### src/design/sss_pkg.sv
`timescale 1ns / 1ps
// Shared types and constants for the selection set block.
// No dependencies; imported by every module of the block but sss_ram.
package sss_pkg;

   localparam int LIST_DEPTH = 256;
   localparam int ID_BITS    = 10;
   localparam int IDX_BITS   = $clog2(LIST_DEPTH);
   localparam int CNT_BITS   = IDX_BITS + 1;

   localparam int CMD_BITS   = 3;
   localparam int ROOM_BITS  = 10;
   localparam int COUNT_BITS = 9;

   typedef enum logic [CMD_BITS-1:0] {
      OP_CLEAR   = 3'd0,
      OP_ADD     = 3'd1,
      OP_REMOVE  = 3'd2,
      OP_TOGGLE  = 3'd3,
      OP_QUERY   = 3'd4,
      OP_SAVE    = 3'd5,
      OP_RESTORE = 3'd6
   } op_type;

   typedef enum logic [2:0] {
      ST_IDLE,
      ST_SCAN_RD,
      ST_SCAN_CMP,
      ST_SHIFT_RD,
      ST_SHIFT_WR,
      ST_COPY_RD,
      ST_COPY_WR
   } state_type;

   typedef enum logic [1:0] {
      WR_NONE,
      WR_APPEND,
      WR_SHIFT,
      WR_RESTORE
   } wr_sel_type;

   typedef struct packed {
      logic       load;
      logic       idx_inc;
      logic       cnt_clear;
      logic       cnt_inc;
      logic       cnt_dec;
      logic       cnt_from_saved;
      logic       snap_save;
      logic       snap_release;
      logic       rd_next;
      wr_sel_type wr_sel;
      logic       saved_we;
      logic       finish;
      logic       res_present;
      logic       res_changed;
      logic       res_status;
   } dp_cmd_type;

   typedef struct packed {
      op_type op;
      logic   scan_end;
      logic   match;
      logic   shift_end;
      logic   full;
      logic   pending;
   } dp_status_type;

endpackage

### src/design/sss_ctrl.sv
`timescale 1ns / 1ps
// Controller state machine: sequences scan, shift and snapshot copy.
// Depends on sss_pkg; drives the datapath through dp_cmd_type.
module sss_ctrl (
   input  logic                  clock,
   input  logic                  reset,
   input  logic                  start,
   input  sss_pkg::op_type       command,
   input  sss_pkg::dp_status_type status,
   output logic                  busy,
   output sss_pkg::dp_cmd_type   cmd
);
   import sss_pkg::*;

   state_type state_ff;
   state_type state_in;

   always_ff @(posedge clock) begin
      if (reset) begin
         state_ff <= ST_IDLE;
      end else begin
         state_ff <= state_in;
      end
   end

   always_comb begin
      state_in = state_ff;
      cmd      = '0;
      cmd.wr_sel = WR_NONE;
      busy     = (state_ff != ST_IDLE);
      case (state_ff)
         ST_IDLE: begin
            if (start) begin
               cmd.load = 1'b1;
               case (command)
                  OP_CLEAR: begin
                     cmd.cnt_clear   = 1'b1;
                     cmd.finish      = 1'b1;
                     cmd.res_changed = 1'b1;
                  end
                  OP_ADD, OP_REMOVE, OP_TOGGLE, OP_QUERY: begin
                     state_in = ST_SCAN_RD;
                  end
                  OP_SAVE: begin
                     if (!status.pending) begin
                        cmd.snap_save = 1'b1;
                        state_in      = ST_COPY_RD;
                     end else begin
                        cmd.finish = 1'b1;
                     end
                  end
                  OP_RESTORE: begin
                     if (status.pending) begin
                        cmd.cnt_from_saved = 1'b1;
                        cmd.snap_release   = 1'b1;
                        state_in           = ST_COPY_RD;
                     end else begin
                        cmd.finish = 1'b1;
                     end
                  end
                  default: begin
                     cmd.finish = 1'b1;
                  end
               endcase
            end
         end
         ST_SCAN_RD: begin
            if (status.scan_end) begin
               state_in   = ST_IDLE;
               cmd.finish = 1'b1;
               case (status.op)
                  OP_ADD, OP_TOGGLE: begin
                     if (status.full) begin
                        cmd.res_status  = 1'b1;
                        cmd.res_changed = (status.op == OP_TOGGLE);
                     end else begin
                        cmd.wr_sel      = WR_APPEND;
                        cmd.cnt_inc     = 1'b1;
                        cmd.res_present = 1'b1;
                        cmd.res_changed = 1'b1;
                     end
                  end
                  default: begin
                  end
               endcase
            end else begin
               state_in = ST_SCAN_CMP;
            end
         end
         ST_SCAN_CMP: begin
            if (status.match) begin
               case (status.op)
                  OP_REMOVE, OP_TOGGLE: begin
                     state_in = ST_SHIFT_RD;
                  end
                  default: begin
                     state_in        = ST_IDLE;
                     cmd.finish      = 1'b1;
                     cmd.res_present = 1'b1;
                  end
               endcase
            end else begin
               cmd.idx_inc = 1'b1;
               state_in    = ST_SCAN_RD;
            end
         end
         ST_SHIFT_RD: begin
            if (status.shift_end) begin
               cmd.cnt_dec     = 1'b1;
               cmd.finish      = 1'b1;
               cmd.res_changed = 1'b1;
               state_in        = ST_IDLE;
            end else begin
               cmd.rd_next = 1'b1;
               state_in    = ST_SHIFT_WR;
            end
         end
         ST_SHIFT_WR: begin
            cmd.wr_sel  = WR_SHIFT;
            cmd.idx_inc = 1'b1;
            state_in    = ST_SHIFT_RD;
         end
         ST_COPY_RD: begin
            if (status.scan_end) begin
               cmd.finish = 1'b1;
               state_in   = ST_IDLE;
            end else begin
               state_in = ST_COPY_WR;
            end
         end
         ST_COPY_WR: begin
            if (status.op == OP_SAVE) begin
               cmd.saved_we = 1'b1;
            end else begin
               cmd.wr_sel = WR_RESTORE;
            end
            cmd.idx_inc = 1'b1;
            state_in    = ST_COPY_RD;
         end
         default: begin
            state_in = ST_IDLE;
         end
      endcase
   end

endmodule

### config.mk
export PLATFORM = sky130hd
export DESIGN_NAME = sss_ctrl
export DESIGN_NICKNAME = d
export VERILOG_FILES = /design/src/design/sss_pkg.sv /design/src/design/sss_ctrl.sv
export SDC_FILE = /design/constraint.sdc
export NUM_CORES = 1
export LEC_CHECK = 0
export BUFFER_PORTS_ARGS = -buffer_cell sky130_fd_sc_hd__buf_4
export CAP_MARGIN = 20
export CORE_AREA = 2 2 39 41
export DETAILED_ROUTE_END_ITERATION = 12
export DIE_AREA = 0 0 41 43
export GPL_TIMING_DRIVEN = 1
export MAX_ROUTING_LAYER = met4
export PLACE_DENSITY = 0.68
export SLEW_MARGIN = 15
export SYNTH_ARGS = -nofsm -noshare
export SYNTH_HDL_FRONTEND = slang
export SYNTH_SLANG_ARGS = --single-unit
### constraint.sdc
create_clock -name clock -period 1.7 [get_ports clock]
set_input_delay 0.34 -clock clock [delete_from_list [all_inputs] [get_ports clock]]
set_output_delay 0.34 -clock clock [all_outputs]
set_load 0.02 [all_outputs]
==> flow_summary.yaml <==
drt:
  drt-pass1-iter-count: 4
  met2_wirelength_um: 940
  route.detailed.drc: 0
  top_layer_used: "met4"
  drt_iter0_markers: 14
  routed_via_density: 5.62
  wl_met3_um: 95
  avgRoutedWirePerCell_um: 13.9
  totalWireLength_mm: 1.69
  ant_nets: 0
  num_vias: 686
  detail_route.wirelength.met1_um: 620
yosys:
  synth_edf_count: 0
  syn_avg_cell_area_um2: 7.17
  synthCells: 64
  synth.most_common_cell: "sky130_fd_sc_hd__inv_1"
  synth_top_family_by_area: "simple AND/OR/NAND/NOR gates"
  yosys-top-cells-count: "6 x sky130_fd_sc_hd__inv_1, 4 x sky130_fd_sc_hd__nand2_1, 4 x sky130_fd_sc_hd__nand3_1"
  yosys.area_share.simple: 0.463
  yosys_warnings: 0
  syn-num-nets: 78
  synth.top_cell.area_share: 0.131
  synthMuxAreaShare: 0.0245
  synth_top_flop_cell: "sky130_fd_sc_hd__dfxtp_1"
  yosysUniqueCellTypes: 36
  synth_fa_ha_area_frac: 0
  yosys_top_cell_by_area: "sky130_fd_sc_hd__dfxtp_1"
  post_synth_xor_area_fraction: 0.0191
  synth_compound_gate_area_share: 0.264
  yosys_register_bits: 3
  synth-seq-area-share: 0.131
  syn_area_um2: 459
  synth.area.top_cells: "sky130_fd_sc_hd__dfxtp_1 13%, sky130_fd_sc_hd__inv_1 4.9%, sky130_fd_sc_hd__nand3b_1 4.9%, sky130_fd_sc_hd__nand3_1 4.4%, sky130_fd_sc_hd__nand2b_1 4.1%"
  synth-async-reset-ratio: 0
placed_design:
  port_buffers: 30
  dp_cells: 114
  dp.final_hpwl_mm: 1.28
  detailedPlace.worstSlack_ps: -116
  placement.cell_area_um2: 764
  finalWeightedCongestion: 0.878
timing:
  worst-slew-pin-transition_ps: 336
  worst_clock_skew_ps: 1.18
  final_min_period_over_clock_period: 1.10
  timing.final.hold_violations: 0
  layout_min_cycle_time_ps: 1860
  rsz0062_at_grt: "true"
  maxSlewHeadroom: 0.774
  setup_viol_count_final: 6
  final.setup.worst_slack_ps: -162
  worst_hold_margin_ps: 376
  slew_violations: 0
  maxClockFrequency_mhz: 537
layout:
  num-nets-final: 121
  area_growth_pct: 102
  largest_register_ff_count: 3
  fin_area_um2: 930
  largest_register: "state_ff"
  antenna_cells_inserted: 0
  post_route_cells_drive_above_1_share: 0.594
  fin_cells: 122
  fillers: 133
  largestRegisters: "state_ff: 3 flops"
outcome:
  status: "finished, violations left"
  violations_in_the_final_reports: "setup timing"
critical_path:
  cp_max_fo: 3
  worst_path_largest_cell_delay_ps: 560
  setup.worst_path.class: "flip-flop to output port"
  reg2reg_setup_slack_ps: 360
  crit_required_ps: 1360
  regToRegStartpoint: "state_ff[2]"
  crit_arrival_ps: 1520
  timing.critical_path.from_type: "flip-flop"
  cpMaxStageDelayCell: "sky130_fd_sc_hd__or4b_4"
  worstReg2RegEnd: "state_ff[2]"
  r2r_cells: 6
  crit_path_cell_trace: "or4b_4, nor2b_4, or3_4, buf_6"
  crit_path_end_kind: "output port"
global_routing:
  grt_usage: 0.204
  grt_start_max_net_pins: 10
  antenna_found_initial: 0
  first_pass_grt_wire_length_mm: 2.45
  grt_overflow_total: 0
  via_count_of_the_first_global_routing_pass: 624
clock_tree:
  clk_latency_ps: 230
  h_tree_level_count: 1
  cts_max_path_buffers: 2
  clkSlewWorstSetupHoldPaths_ps: 40
  cts_root_buffer: "sky130_fd_sc_hd__clkbuf_4"
  cts.sink_count: 3
  clock_tree_from_tritoncts: "yes"
  numCtsBuffers: 3
floorplan:
  initial_core_util: 0.332
  die_area_um2: 1760
  core_area_um2: 1380
  design.portCount: 31
  dieHeight_um: 43
  chipWidth_um: 41
  fp-row-count: 14
worst_hold_path:
  min_delay_worst_endpoint: "state_ff[0]"
  start_point_of_the_worst_min_delay_path: "reset"
  hold_depth: 3
  class_of_the_tightest_hold_or_removal_check: "input pin to flip-flop"
power:
  worst_ir_drop_vdd_mv: 0.347
  leakage_nw: 0.428
  power_w: 0.000432
  power.density_cell_area_nw_per_um2: 465
job:
  max_cap_violations: 0
==> critical path, delay by kind of cell, from the launching register on <==
kind,cells,cell delay [ps]
DFF,1,340
and+or+nand+nor,3,850
buffers and inverters,1,100
==> stage by stage <==
step	utilization	TNS, ps
global route	0.672	-1270
CTS	0.627	-400
finish	0.672	-518
floorplan	-	-84.5
global placement	0.552	0
detailed placement	0.552	-116
==> cells in the final DEF (no fill, tap or decap), types with 2 or more instances in the layout <==
| master | Yosys | final |
|---|---|---|
| sky130_fd_sc_hd__inv_1 | 6 | 6 |
| sky130_fd_sc_hd__nor3_4 | 0 | 2 |
| sky130_fd_sc_hd__nand2_1 | 4 | 4 |
| sky130_fd_sc_hd__nor4b_2 | 0 | 2 |
| sky130_fd_sc_hd__clkbuf_4 | 0 | 3 |
| sky130_fd_sc_hd__a21oi_1 | 2 | 2 |
| sky130_fd_sc_hd__dfxtp_4 | 0 | 2 |
| sky130_fd_sc_hd__a211oi_1 | 2 | 2 |
| sky130_fd_sc_hd__nand3b_1 | 3 | 3 |
| sky130_fd_sc_hd__nor3_1 | 3 | 2 |
| sky130_fd_sc_hd__nand2b_1 | 3 | 2 |
| sky130_fd_sc_hd__nor2_1 | 3 | 3 |
| sky130_fd_sc_hd__nand3_1 | 4 | 3 |
| sky130_fd_sc_hd__buf_4 | 1 | 33 |
| sky130_fd_sc_hd__buf_6 | 0 | 9 |
==> kinds of logic (layout without fill, tap and decap cells) <==
kind of cell / count (synthesis) / in the layout
AOI/OAI and AO/OA: 15 / 15
and+or+nand+nor: 34 / 34
xor gates and xnor gates: 1 / 1
buffers and inverters: 10 / 52
DFF: 3 / 3
muxes: 1 / 1
==> metal layers <==
metal | vias to the layer above | global-route usage
li1 | 329 | -
met5 | - | -
met1 | 320 | 0.209
met4 | 0 | 0.100
met2 | 33 | 0.366
met3 | 4 | 0.00524
==> report_power, final <==
group	switching (W)	internal [W]
Clock	0.0000336	0.0000878
Combinational	0.000114	0.000115
Sequential	0.00000675	0.0000753
Total	0.000155	0.000278
==> layout make-up <==
| class | instances | area [µm²] | share of cell area |
|---|---|---|---|
| Sequential cell | 3 | 68.8 | 0.0740 |
| Timing Repair Buffer | 42 | 349 | 0.376 |
| Inverter | 6 | 22.5 | 0.0242 |
| Tap cell | 16 | 20.0 | 0.0215 |
| Clock buffer | 4 | 26.3 | 0.0283 |
| Multi-Input combinational cell | 51 | 443 | 0.476 |
==> what timing repair did <==
item / 4_1_cts / 5_1_grt
pin swaps: 3 / 5
gates resized for setup: 16 / 9
cloned: 0 / 0
hold buffers: 0 / 0
setup buffers: 2 / 2
setup endpoints to repair: 11 / 12
==> worst max-delay path by stage <==
stage	startpoint	endpoint	slack, ps	cells after the start
floorplan	state_ff[1]	cmd[10]	-80	5
global placement	start	cmd[1]	30	5
detailed placement	status[7]	cmd[1]	-120	5
CTS	state_ff[2]	cmd[1]	-130	4
global route	state_ff[2]	cmd[1]	-200	4
finish	state_ff[2]	cmd[1]	-160	4
Power figures use the tool's default switching activity.
